## src/hdl/lru_pkg.sv

```systemverilog
// lru_pkg: shared types and constants for the lru block replacement policy
// no dependencies; used by the interfaces, the cells and the top level
`default_nettype none

package lru_pkg;

    localparam int NUM_BLOCKS_DEF = 16;
    localparam int IDX_W          = 4;   // block_index field width
    localparam int VICT_W         = 4;   // victim_block field width

    typedef enum logic [1:0] {
        CMD_TOUCH  = 2'd0,
        CMD_VICTIM = 2'd1,
        CMD_INVAL  = 2'd2,
        CMD_NONE   = 2'd3
    } t_cmd;

    // per-cycle control broadcast to every order cell
    typedef struct packed {
        logic touch;   // touch of an in-range block
        logic evict;   // head of the order moves to the tail
        logic push;    // append a freshly claimed block
        logic clear;   // invalidate all
    } t_cell_ctl;

endpackage

`default_nettype wire

```

## src/hdl/lru_in_if.sv

```systemverilog
// lru_in_if: command channel of the lru replacement policy
// depends on lru_pkg for the field widths
`default_nettype none

interface lru_in_if;
    logic                     valid;
    logic                     ready;
    logic [1:0]               cmd;
    logic [lru_pkg::IDX_W-1:0] block_index;

    modport source (output valid, output cmd, output block_index, input ready);
    modport sink   (input valid, input cmd, input block_index, output ready);
endinterface

`default_nettype wire

```

## src/hdl/lru_out_if.sv

```systemverilog
// lru_out_if: victim result channel of the lru replacement policy
// depends on lru_pkg for the field widths
`default_nettype none

interface lru_out_if;
    logic                      valid;
    logic                      ready;
    logic [lru_pkg::VICT_W-1:0] victim_block;
    logic                      was_free;

    modport source (output valid, output victim_block, output was_free, input ready);
    modport sink   (input valid, input victim_block, input was_free, output ready);
endinterface

`default_nettype wire

```

## src/hdl/lru_ocell.sv

```systemverilog
// lru_ocell: one slot of the recency order (block number and occupied flag)
// depends on lru_pkg; chained head to tail inside lru_block_replacement
`default_nettype none

module lru_ocell #(
    parameter int BW = 4
) (
    input  wire                  i_clk,
    input  wire                  i_rst_n,
    input  lru_pkg::t_cell_ctl   i_ctl,
    input  wire [BW-1:0]         i_idx,
    input  wire [BW-1:0]         i_mv_blk,
    input  wire [BW-1:0]         i_push_blk,
    input  wire                  i_match,
    input  wire                  i_prev_occ,
    input  wire                  i_next_occ,
    input  wire [BW-1:0]         i_next_blk,
    output logic                 o_match,
    output logic                 o_occ,
    output logic [BW-1:0]        o_blk
);
    import lru_pkg::*;

    logic          r_occ;
    logic [BW-1:0] r_blk;
    logic          n_occ;
    logic [BW-1:0] n_blk;
    logic          hit;
    logic          shifting;

    assign hit      = i_ctl.touch && r_occ && (r_blk == i_idx);
    assign shifting = (i_match || hit) && r_occ;
    assign o_match  = i_match || hit;
    assign o_occ    = r_occ;
    assign o_blk    = r_blk;

    always_comb begin
        n_occ = r_occ;
        n_blk = r_blk;
        if (i_ctl.clear) begin
            n_occ = 1'b0;
        end else if (shifting) begin
            // tail slot takes the moving block, others pull from the neighbor
            n_blk = i_next_occ ? i_next_blk : i_mv_blk;
        end else if (i_ctl.push && !r_occ && i_prev_occ) begin
            n_occ = 1'b1;
            n_blk = i_push_blk;
        end
    end

    always_ff @(posedge i_clk) begin
        if (!i_rst_n) begin
            r_occ <= 1'b0;
        end else begin
            r_occ <= n_occ;
        end
        r_blk <= n_blk;
    end

endmodule

`default_nettype wire

```

## src/hdl/lru_vcell.sv

```systemverilog
// lru_vcell: valid bit of one block with lowest-free claim chaining
// depends on lru_pkg; chained from block 0 upward in lru_block_replacement
`default_nettype none

module lru_vcell (
    input  wire  i_clk,
    input  wire  i_rst_n,
    input  wire  i_claim_en,
    input  wire  i_clear,
    input  wire  i_free,
    output logic o_free,
    output logic o_claim
);
    import lru_pkg::*;

    logic r_valid;
    logic n_valid;

    assign o_claim = i_claim_en && !r_valid && !i_free;
    assign o_free  = i_free || !r_valid;

    always_comb begin
        n_valid = r_valid;
        if (i_clear) begin
            n_valid = 1'b0;
        end else if (o_claim) begin
            n_valid = 1'b1;
        end
    end

    always_ff @(posedge i_clk) begin
        if (!i_rst_n) begin
            r_valid <= 1'b0;
        end else begin
            r_valid <= n_valid;
        end
    end

endmodule

`default_nettype wire

```

## src/hdl/lru_block_replacement.sv

```systemverilog
// lru_block_replacement: fully associative lru replacement over NUM_BLOCKS blocks
// result: a victim result is registered into the output register on acceptance
// throughput: one transaction per cycle while the result channel is not stalled; the row of order
//   cells updates in the accepting cycle, its critical path is the match chain rippling through NUM_BLOCKS cells
// reset: valid bits, slot occupancy and the output valid flag clear; slot contents are not reset
// depends on lru_pkg, lru_in_if, lru_out_if, lru_ocell, lru_vcell
`default_nettype none

module lru_block_replacement #(
    parameter int NUM_BLOCKS = lru_pkg::NUM_BLOCKS_DEF
) (
    input  wire        i_clk,
    input  wire        i_rst_n,
    lru_in_if.sink     i_req,
    lru_out_if.source  o_rsp
);
    import lru_pkg::*;

    localparam int BW = $clog2(NUM_BLOCKS);
    localparam int IW = (BW > IDX_W) ? BW : IDX_W;

    // transaction handshake
    logic acc;
    logic in_range;
    logic [IW-1:0] idx_w;
    logic [BW-1:0] idx_b;

    // order cell row: index 0 is the least recently used slot
    t_cell_ctl          ctl;
    logic [NUM_BLOCKS:0] match_c;
    logic [NUM_BLOCKS-1:0] occ;
    logic [BW-1:0]       blk [NUM_BLOCKS];
    logic [BW-1:0]       mv_blk;
    logic [BW-1:0]       free_blk;

    // valid bit row, free flag ripples from block 0 upward
    logic [NUM_BLOCKS:0]   free_c;
    logic [NUM_BLOCKS-1:0] claim;
    logic                  any_free;
    logic                  is_victim;

    // output register
    logic              r_vld;
    logic [VICT_W-1:0] r_victim;
    logic              r_free;
    logic              n_vld;
    logic [VICT_W-1:0] n_victim;
    logic              n_free;

    assign i_req.ready = !r_vld || o_rsp.ready;
    assign acc         = i_req.valid && i_req.ready;
    assign is_victim   = acc && (t_cmd'(i_req.cmd) == CMD_VICTIM);

    assign idx_w    = IW'(i_req.block_index);
    assign idx_b    = idx_w[BW-1:0];
    assign in_range = (32'(i_req.block_index) < 32'(NUM_BLOCKS));

    // a touched block is valid exactly when it sits in an occupied slot
    assign any_free  = free_c[NUM_BLOCKS];
    assign ctl.touch = acc && (t_cmd'(i_req.cmd) == CMD_TOUCH) && in_range;
    assign ctl.evict = is_victim && !any_free;
    assign ctl.push  = is_victim && any_free;
    assign ctl.clear = acc && (t_cmd'(i_req.cmd) == CMD_INVAL);

    // eviction starts the shift at the head
    assign match_c[0] = ctl.evict;
    assign free_c[0]  = 1'b0;
    assign mv_blk     = ctl.evict ? blk[0] : idx_b;

    genvar g;
    generate
        for (g = 0; g < NUM_BLOCKS; g++) begin : g_row
            logic          prev_occ;
            logic          next_occ;
            logic [BW-1:0] next_blk;

            if (g == 0) begin : g_head
                assign prev_occ = 1'b1;
            end else begin : g_mid
                assign prev_occ = occ[g-1];
            end

            if (g == NUM_BLOCKS - 1) begin : g_tail
                assign next_occ = 1'b0;
                assign next_blk = blk[g];
            end else begin : g_body
                assign next_occ = occ[g+1];
                assign next_blk = blk[g+1];
            end

            lru_ocell #(
                .BW (BW)
            ) u_ocell (
                .i_clk      (i_clk),
                .i_rst_n    (i_rst_n),
                .i_ctl      (ctl),
                .i_idx      (idx_b),
                .i_mv_blk   (mv_blk),
                .i_push_blk (free_blk),
                .i_match    (match_c[g]),
                .i_prev_occ (prev_occ),
                .i_next_occ (next_occ),
                .i_next_blk (next_blk),
                .o_match    (match_c[g+1]),
                .o_occ      (occ[g]),
                .o_blk      (blk[g])
            );

            lru_vcell u_vcell (
                .i_clk      (i_clk),
                .i_rst_n    (i_rst_n),
                .i_claim_en (is_victim),
                .i_clear    (ctl.clear),
                .i_free     (free_c[g]),
                .o_free     (free_c[g+1]),
                .o_claim    (claim[g])
            );
        end
    endgenerate

    // encode the one-hot claim of the lowest free block
    always_comb begin
        free_blk = '0;
        for (int i = 0; i < NUM_BLOCKS; i++) begin
            if (claim[i]) begin
                free_blk = free_blk | BW'(i);
            end
        end
    end

    // result register, refilled while the previous result is taken
    always_comb begin
        n_vld    = r_vld;
        n_victim = r_victim;
        n_free   = r_free;
        if (is_victim) begin
            n_vld = 1'b1;
            if (any_free) begin
                n_victim = VICT_W'(free_blk);
                n_free   = 1'b1;
            end else begin
                // empty order with every block valid cannot occur; report the head slot's block, else block 0
                n_victim = occ[0] ? VICT_W'(blk[0]) : '0;
                n_free   = 1'b0;
            end
        end else if (o_rsp.ready) begin
            n_vld = 1'b0;
        end
    end

    always_ff @(posedge i_clk) begin
        if (!i_rst_n) begin
            r_vld <= 1'b0;
        end else begin
            r_vld <= n_vld;
        end
        r_victim <= n_victim;
        r_free   <= n_free;
    end

    assign o_rsp.valid        = r_vld;
    assign o_rsp.victim_block = r_victim;
    assign o_rsp.was_free     = r_free;

endmodule

`default_nettype wire
```

## src/flat_wrapper.sv

```systemverilog
// flat-port wrapper written by rule: the top's interface ports become plain ports
module lru_block_replacement_flat import lru_pkg::*;
#(
    parameter int NUM_BLOCKS = lru_pkg::NUM_BLOCKS_DEF
)
  (i_clk, i_rst_n, i_req_valid, i_req_cmd, i_req_block_index, i_req_ready, o_rsp_valid, o_rsp_victim_block, o_rsp_was_free, o_rsp_ready);
  lru_in_if i_req_i ();
  lru_out_if o_rsp_i ();
  input  wire i_clk;
  input  wire i_rst_n;
  input wire logic [$bits(i_req_i.valid)-1:0] i_req_valid;
  input wire logic [$bits(i_req_i.cmd)-1:0] i_req_cmd;
  input wire logic [$bits(i_req_i.block_index)-1:0] i_req_block_index;
  output wire logic [$bits(i_req_i.ready)-1:0] i_req_ready;
  output wire logic [$bits(o_rsp_i.valid)-1:0] o_rsp_valid;
  output wire logic [$bits(o_rsp_i.victim_block)-1:0] o_rsp_victim_block;
  output wire logic [$bits(o_rsp_i.was_free)-1:0] o_rsp_was_free;
  input wire logic [$bits(o_rsp_i.ready)-1:0] o_rsp_ready;
  assign i_req_i.valid = i_req_valid;
  assign i_req_i.cmd = i_req_cmd;
  assign i_req_i.block_index = i_req_block_index;
  assign i_req_ready = i_req_i.ready;
  assign o_rsp_valid = o_rsp_i.valid;
  assign o_rsp_victim_block = o_rsp_i.victim_block;
  assign o_rsp_was_free = o_rsp_i.was_free;
  assign o_rsp_i.ready = o_rsp_ready;
  lru_block_replacement #(.NUM_BLOCKS(NUM_BLOCKS)) u_core (.i_clk(i_clk), .i_rst_n(i_rst_n), .i_req(i_req_i), .o_rsp(o_rsp_i));
endmodule
```

## config.mk

```make
export PLATFORM = sky130hd
export DESIGN_NAME = lru_block_replacement_flat
export DESIGN_NICKNAME = d
export VERILOG_FILES = /design/src/hdl/lru_pkg.sv /design/src/hdl/lru_in_if.sv /design/src/hdl/lru_out_if.sv /design/src/hdl/lru_ocell.sv /design/src/hdl/lru_vcell.sv /design/src/hdl/lru_block_replacement.sv /design/src/flat_wrapper.sv
export SDC_FILE = /design/constraint.sdc
export NUM_CORES = 1
export LEC_CHECK = 0
export ABC_AREA = 1
export BUFFER_PORTS_ARGS = -buffer_cell sky130_fd_sc_hd__buf_2
export CAP_MARGIN = 5
export CORE_UTILIZATION = 35
export DETAILED_ROUTE_END_ITERATION = 8
export SETUP_SLACK_MARGIN = 0.05
export SLEW_MARGIN = 20
export SYNTH_ARGS = -nofsm -noshare
export SYNTH_HDL_FRONTEND = slang
export SYNTH_HIERARCHICAL = 1
export SYNTH_SLANG_ARGS = --single-unit
```

## constraint.sdc

```tcl
create_clock -name i_clk -period 16.43 [get_ports i_clk]
set_input_delay 3.286 -clock i_clk [delete_from_list [all_inputs] [get_ports i_clk]]
set_output_delay 3.286 -clock i_clk [all_outputs]
set_load 0.02 [all_outputs]
```

# Yosys cells after proc, flatten, opt, wreduce, memory -nomap -nowiden

Cells that the tools add are included.

Register bits: 102
Input bits: 10
Output and inout port bits: 7
Word-level logic and storage cells: 402

Eq/ne operators: 18
Muxes and demuxes: 68
Bitwise logic cells: 18
Reduce and logical (&&, ||, !) cells: 247

Operators with widths:

| kind                 | number |
|---|---|
| $mux W4              | 58 |
| $logic_and A1 B1 Y1  | 116 |
| $eq A4 B4 Y1         | 16 |
| $reduce_and A2 Y1    | 32 |
| $logic_not A1 Y1     | 48 |
| $reduce_bool A2 Y1   | 17 |
| $logic_or A1 B1 Y1   | 32 |
| $not A1 Y1           | 18 |
| $mux W3              | 4 |
| $mux W1              | 4 |
| $mux W2              | 2 |
| $eq A2 B1 Y1 const B | 1 |
| $eq A2 B2 Y1 const B | 1 |
| $logic_not A2 Y1     | 1 |
| $reduce_or A2 Y1     | 1 |

# Logic depth before layout (Yosys ltp)

Depth in word-level cells: 37
Depth in mapped cells: 70

# Cells and area by module

The synthesis kept the hierarchy.

Modules (own cells, without submodules):

| module                | times used | cells each | area an instance (um^2) | sequential area each (um^2) |
|---|---|---|---|---|
| lru_ocell             | 16         | 53         | 400.4                   | 140.1 |
| lru_vcell             | 16         | 9          | 55.1                    | 20.0 |
| lru_block_replacement | 1          | 73         | 484.2                   | 170.2 |

# Least setup slack after synthesis

Ideal clock, no wire load.

Path type: input -> register
Start: in o_rsp_ready
End: reg u_core.g_row[15].u_ocell.r_blk[0], enable pin
Library setup time: 0.304 ns
Arrival: 8.246 ns
Path slack: 7.880 ns
Cell stages on the path: 40
Buffers on the path: 0
Path through: inv_1 > a21oi_4 > inv_1 > nor3_1 > nand2_2 > nor2_2 > nand3_2 > nand2_4 > inv_1 > nand2_4 > inv_1 > nand2_4 > inv_1 > nand2_4 > inv_1 > nand2_4 > inv_1 > nand2_4 > [4 not listed] > inv_1 > nand2_4 > inv_1 > nand2_4 > inv_1 > nand2_4 > inv_1 > nand2_4 > inv_1 > nand2_4 > inv_1 > nand2_4 > inv_1 > nand2_4 > inv_1 > nand3_1 > nand2_1 > inv_1

RTL lines:

| what                 | line               | text |
|---|---|---|
| start, declared      | flat_wrapper.sv:18 | `input wire logic [$bits(o_rsp_i.ready)-1:0] o_rsp_ready;` |
| end signal, assigned | lru_ocell.sv:57    | `r_blk <= n_blk;` |
| end, declared        | lru_ocell.sv:25    | `logic [BW-1:0] r_blk;` |

==> results.md <==
- Setup repair bufs after CTS: 0
- Leakage: 4.163 nW
- Status: finished, final reports clean
- Filler-free cell count of the finished design: 1367
- Via density: 4.680
- CP Capture Type: flip-flop
- Final setup margin: 8.826 ns
- Synth warn: 6
- Internal Power: 0.3995 mW
- CTS H-tree lvls: 3
- Total CTS buffers: 9
- # rows: 54
- Area Overhead vs Synth: 7.506%
- Worst R2R End: u_core/g_row[15].u_ocell/o_blk[0]
- Commonest non-fill, non-tap cell in the layout: nand2_1
- Initial DRC Count: 384
- Cell Pwr Density: 63.11 nW/um2
- Placed cell areas: 8070 um2
- Headroom to the max-slew limit: 0.2406
- FF/Latch Area: 2733 um2
- Pre-CTS setup slack: 8.495 ns
- Final Hold Fails: 0
- Die Area: 22790 um2
- Slowest-stage cell, CP: buf_4
- Core area: 21820 um2
- Clk Latency, worst-skew pair: 0.36 ns
- Clock group share of total power: 0.399
- Crit path to: u_core/g_row[15].u_ocell/o_blk[0]
- R2R setup slack: 10.43 ns
- Setup TNS: 0 ns
- Synth Instances: 1064
- WP depth: 43
- R2R depth: 69
- I/O pin cnt: 17
- TritonCTS clock tree: done
- Slew @ Worst Pin: 1.136 ns
- IO buf count: 16
- Type of origin of the critical path: input port
- MaxCap Viol Count: 0
- CP delay by family, top: simple AND/OR/NAND/NOR gates
- Area of the multi-input gates: 4190 um2
- Post-route ant nets: 0
- Vias: 6398
- Worst hold slack: 0.4676 ns
- Number of global-route vias before repair: 6052
- Commonest cells after routing, fill and taps aside: nand2_1, inv_1, nand3_1
- Post-layout min period: 7.604 ns
- Crit-path max FO: 16
- Crit path kind: input port to flip-flop
- CTS Root Cell: clkbuf_16
- Finished Cell Area: 8351 um2
- Antenna cell count: 0
- Final core utilization: 0.3826
- Post-CTS Hold Buffers: 0
- Gr ovfl total: 0
- Fmax: 131.5 MHz
- First-pass GRT wire length: 30.12 mm
- Crit path DAT: 7.72 ns
- Total Wirelength: 18.38 mm
- Max stage delay on crit path: 0.34 ns
- DR pass1 iterations: 5
- Crit Reg-Reg Startpoint: u_core/g_row[0].u_vcell/r_valid
- Design Power: 0.5270 mW
- Setup-failing EPs final: 0
- Worst Clk Skew: 0.008837 ns
- Fin. max-slew vios: 0
- Net Sw Frac: 0.2419
- RSZ-0062 raised after global routing: false
- Nets: 1092
- Sequential power share: 0.517
- Post-synth design cell area: 7767 um2
- Largest net degree at the start of global routing: 34
- Buf+Inv Stages, Crit Path: 19
- Post-CTS Resized: 0
- DP HPWL: 11.84 mm
- Die H: 151.0 um
- Placed Cells: 1351
- Layout cells sized above 1: 0.2420
- WL/cell: 13.44 um
- Starting Density: 0.3559
- Syn avg cell area: 7.300 um2
- Post-route DRC violation count: 0
- RD Place Congestion: 0.8105
- Clk buf depth: 2
- Initial antenna violation count: 0
- Fin crit share: 0.4628
- Max VDD drop: 0.04825 mV
- Critical path origin: o_rsp_ready
- GRT Overall Usage: 0.1721
- Hold path startpoint: u_core/g_row[0].u_vcell/r_valid
- Die Wd: 151.0 um
- Worst EP required: 16.54 ns
- CTS Sinks: 102
- Hold Crit Class: flip-flop to flip-flop
- Fillers: 2273
- Logic pwr share: 0.084
- Clk pin slew, worst setup/hold paths: 0.07 ns
- Net Switching: 0.1275 mW
## worst register-to-register path: cells and delay by family, from the launching register on
kind / cells / cell delay [ns]
buffers and inverters: 33 / 2.37
DFF: 1 / 0.33
and+or+nand+nor: 36 / 3.06
## power groups by stage
stage / combinational, mW / clock, mW / sequential (mW)
2_1_floorplan: 0.0282 / 0 / 0.278
5_1_grt: 0.0492 / 0.228 / 0.272
4_1_cts: 0.0443 / 0.217 / 0.272
3_5_place_dp: 0.0440 / 0 / 0.278
6_report: 0.0441 / 0.210 / 0.272
3_3_place_gp: 0.0435 / 0 / 0.278
## state kept, by name (all words and copies together) (netlist names)
register                      cells
u_core/o_rsp.victim_block         4
u_core/g_row.u_ocell/o_blk       64
u_core/g_row.u_ocell/o_occ       16
u_core/g_row.u_vcell/r_valid     16
u_core/o_rsp.was_free             1
u_core/o_rsp.valid                1
## how the worst min path moves through the flow
stage,end,cells past startpoint
final,u_core/g_row[0].u_vcell/r_valid,2
after global routing,u_core/g_row[0].u_vcell/r_valid,2
after CTS,u_core/g_row[0].u_vcell/r_valid,2
after detailed placement,u_core/g_row[0].u_vcell/r_valid,2
after global placement,u_core/g_row[0].u_vcell/r_valid,2
after floorplan,u_core/g_row[0].u_vcell/r_valid,2
## final cells by class
type,instances,area share
multi-input cells,765,0.5018
well taps,280,0.04195
flip-flops and latches,102,0.3272
clock inverters,2,0.001798
inverters,185,0.08316
clock buffers,14,0.03177
repair buffers,19,0.01229
## metal layers
layer  global-route usage  routed length (um)  vias to the layer above  share of wire
li1                     -                   -                     3353              -
met1               0.2273                9023                     2935           0.49
met2               0.2798                8402                       87           0.46
met3              0.03554                 659                       23          0.036
met4              0.05500                 291                        0          0.016
met5                    0                   0                        -              0
(Power assumes the default switching activity.)
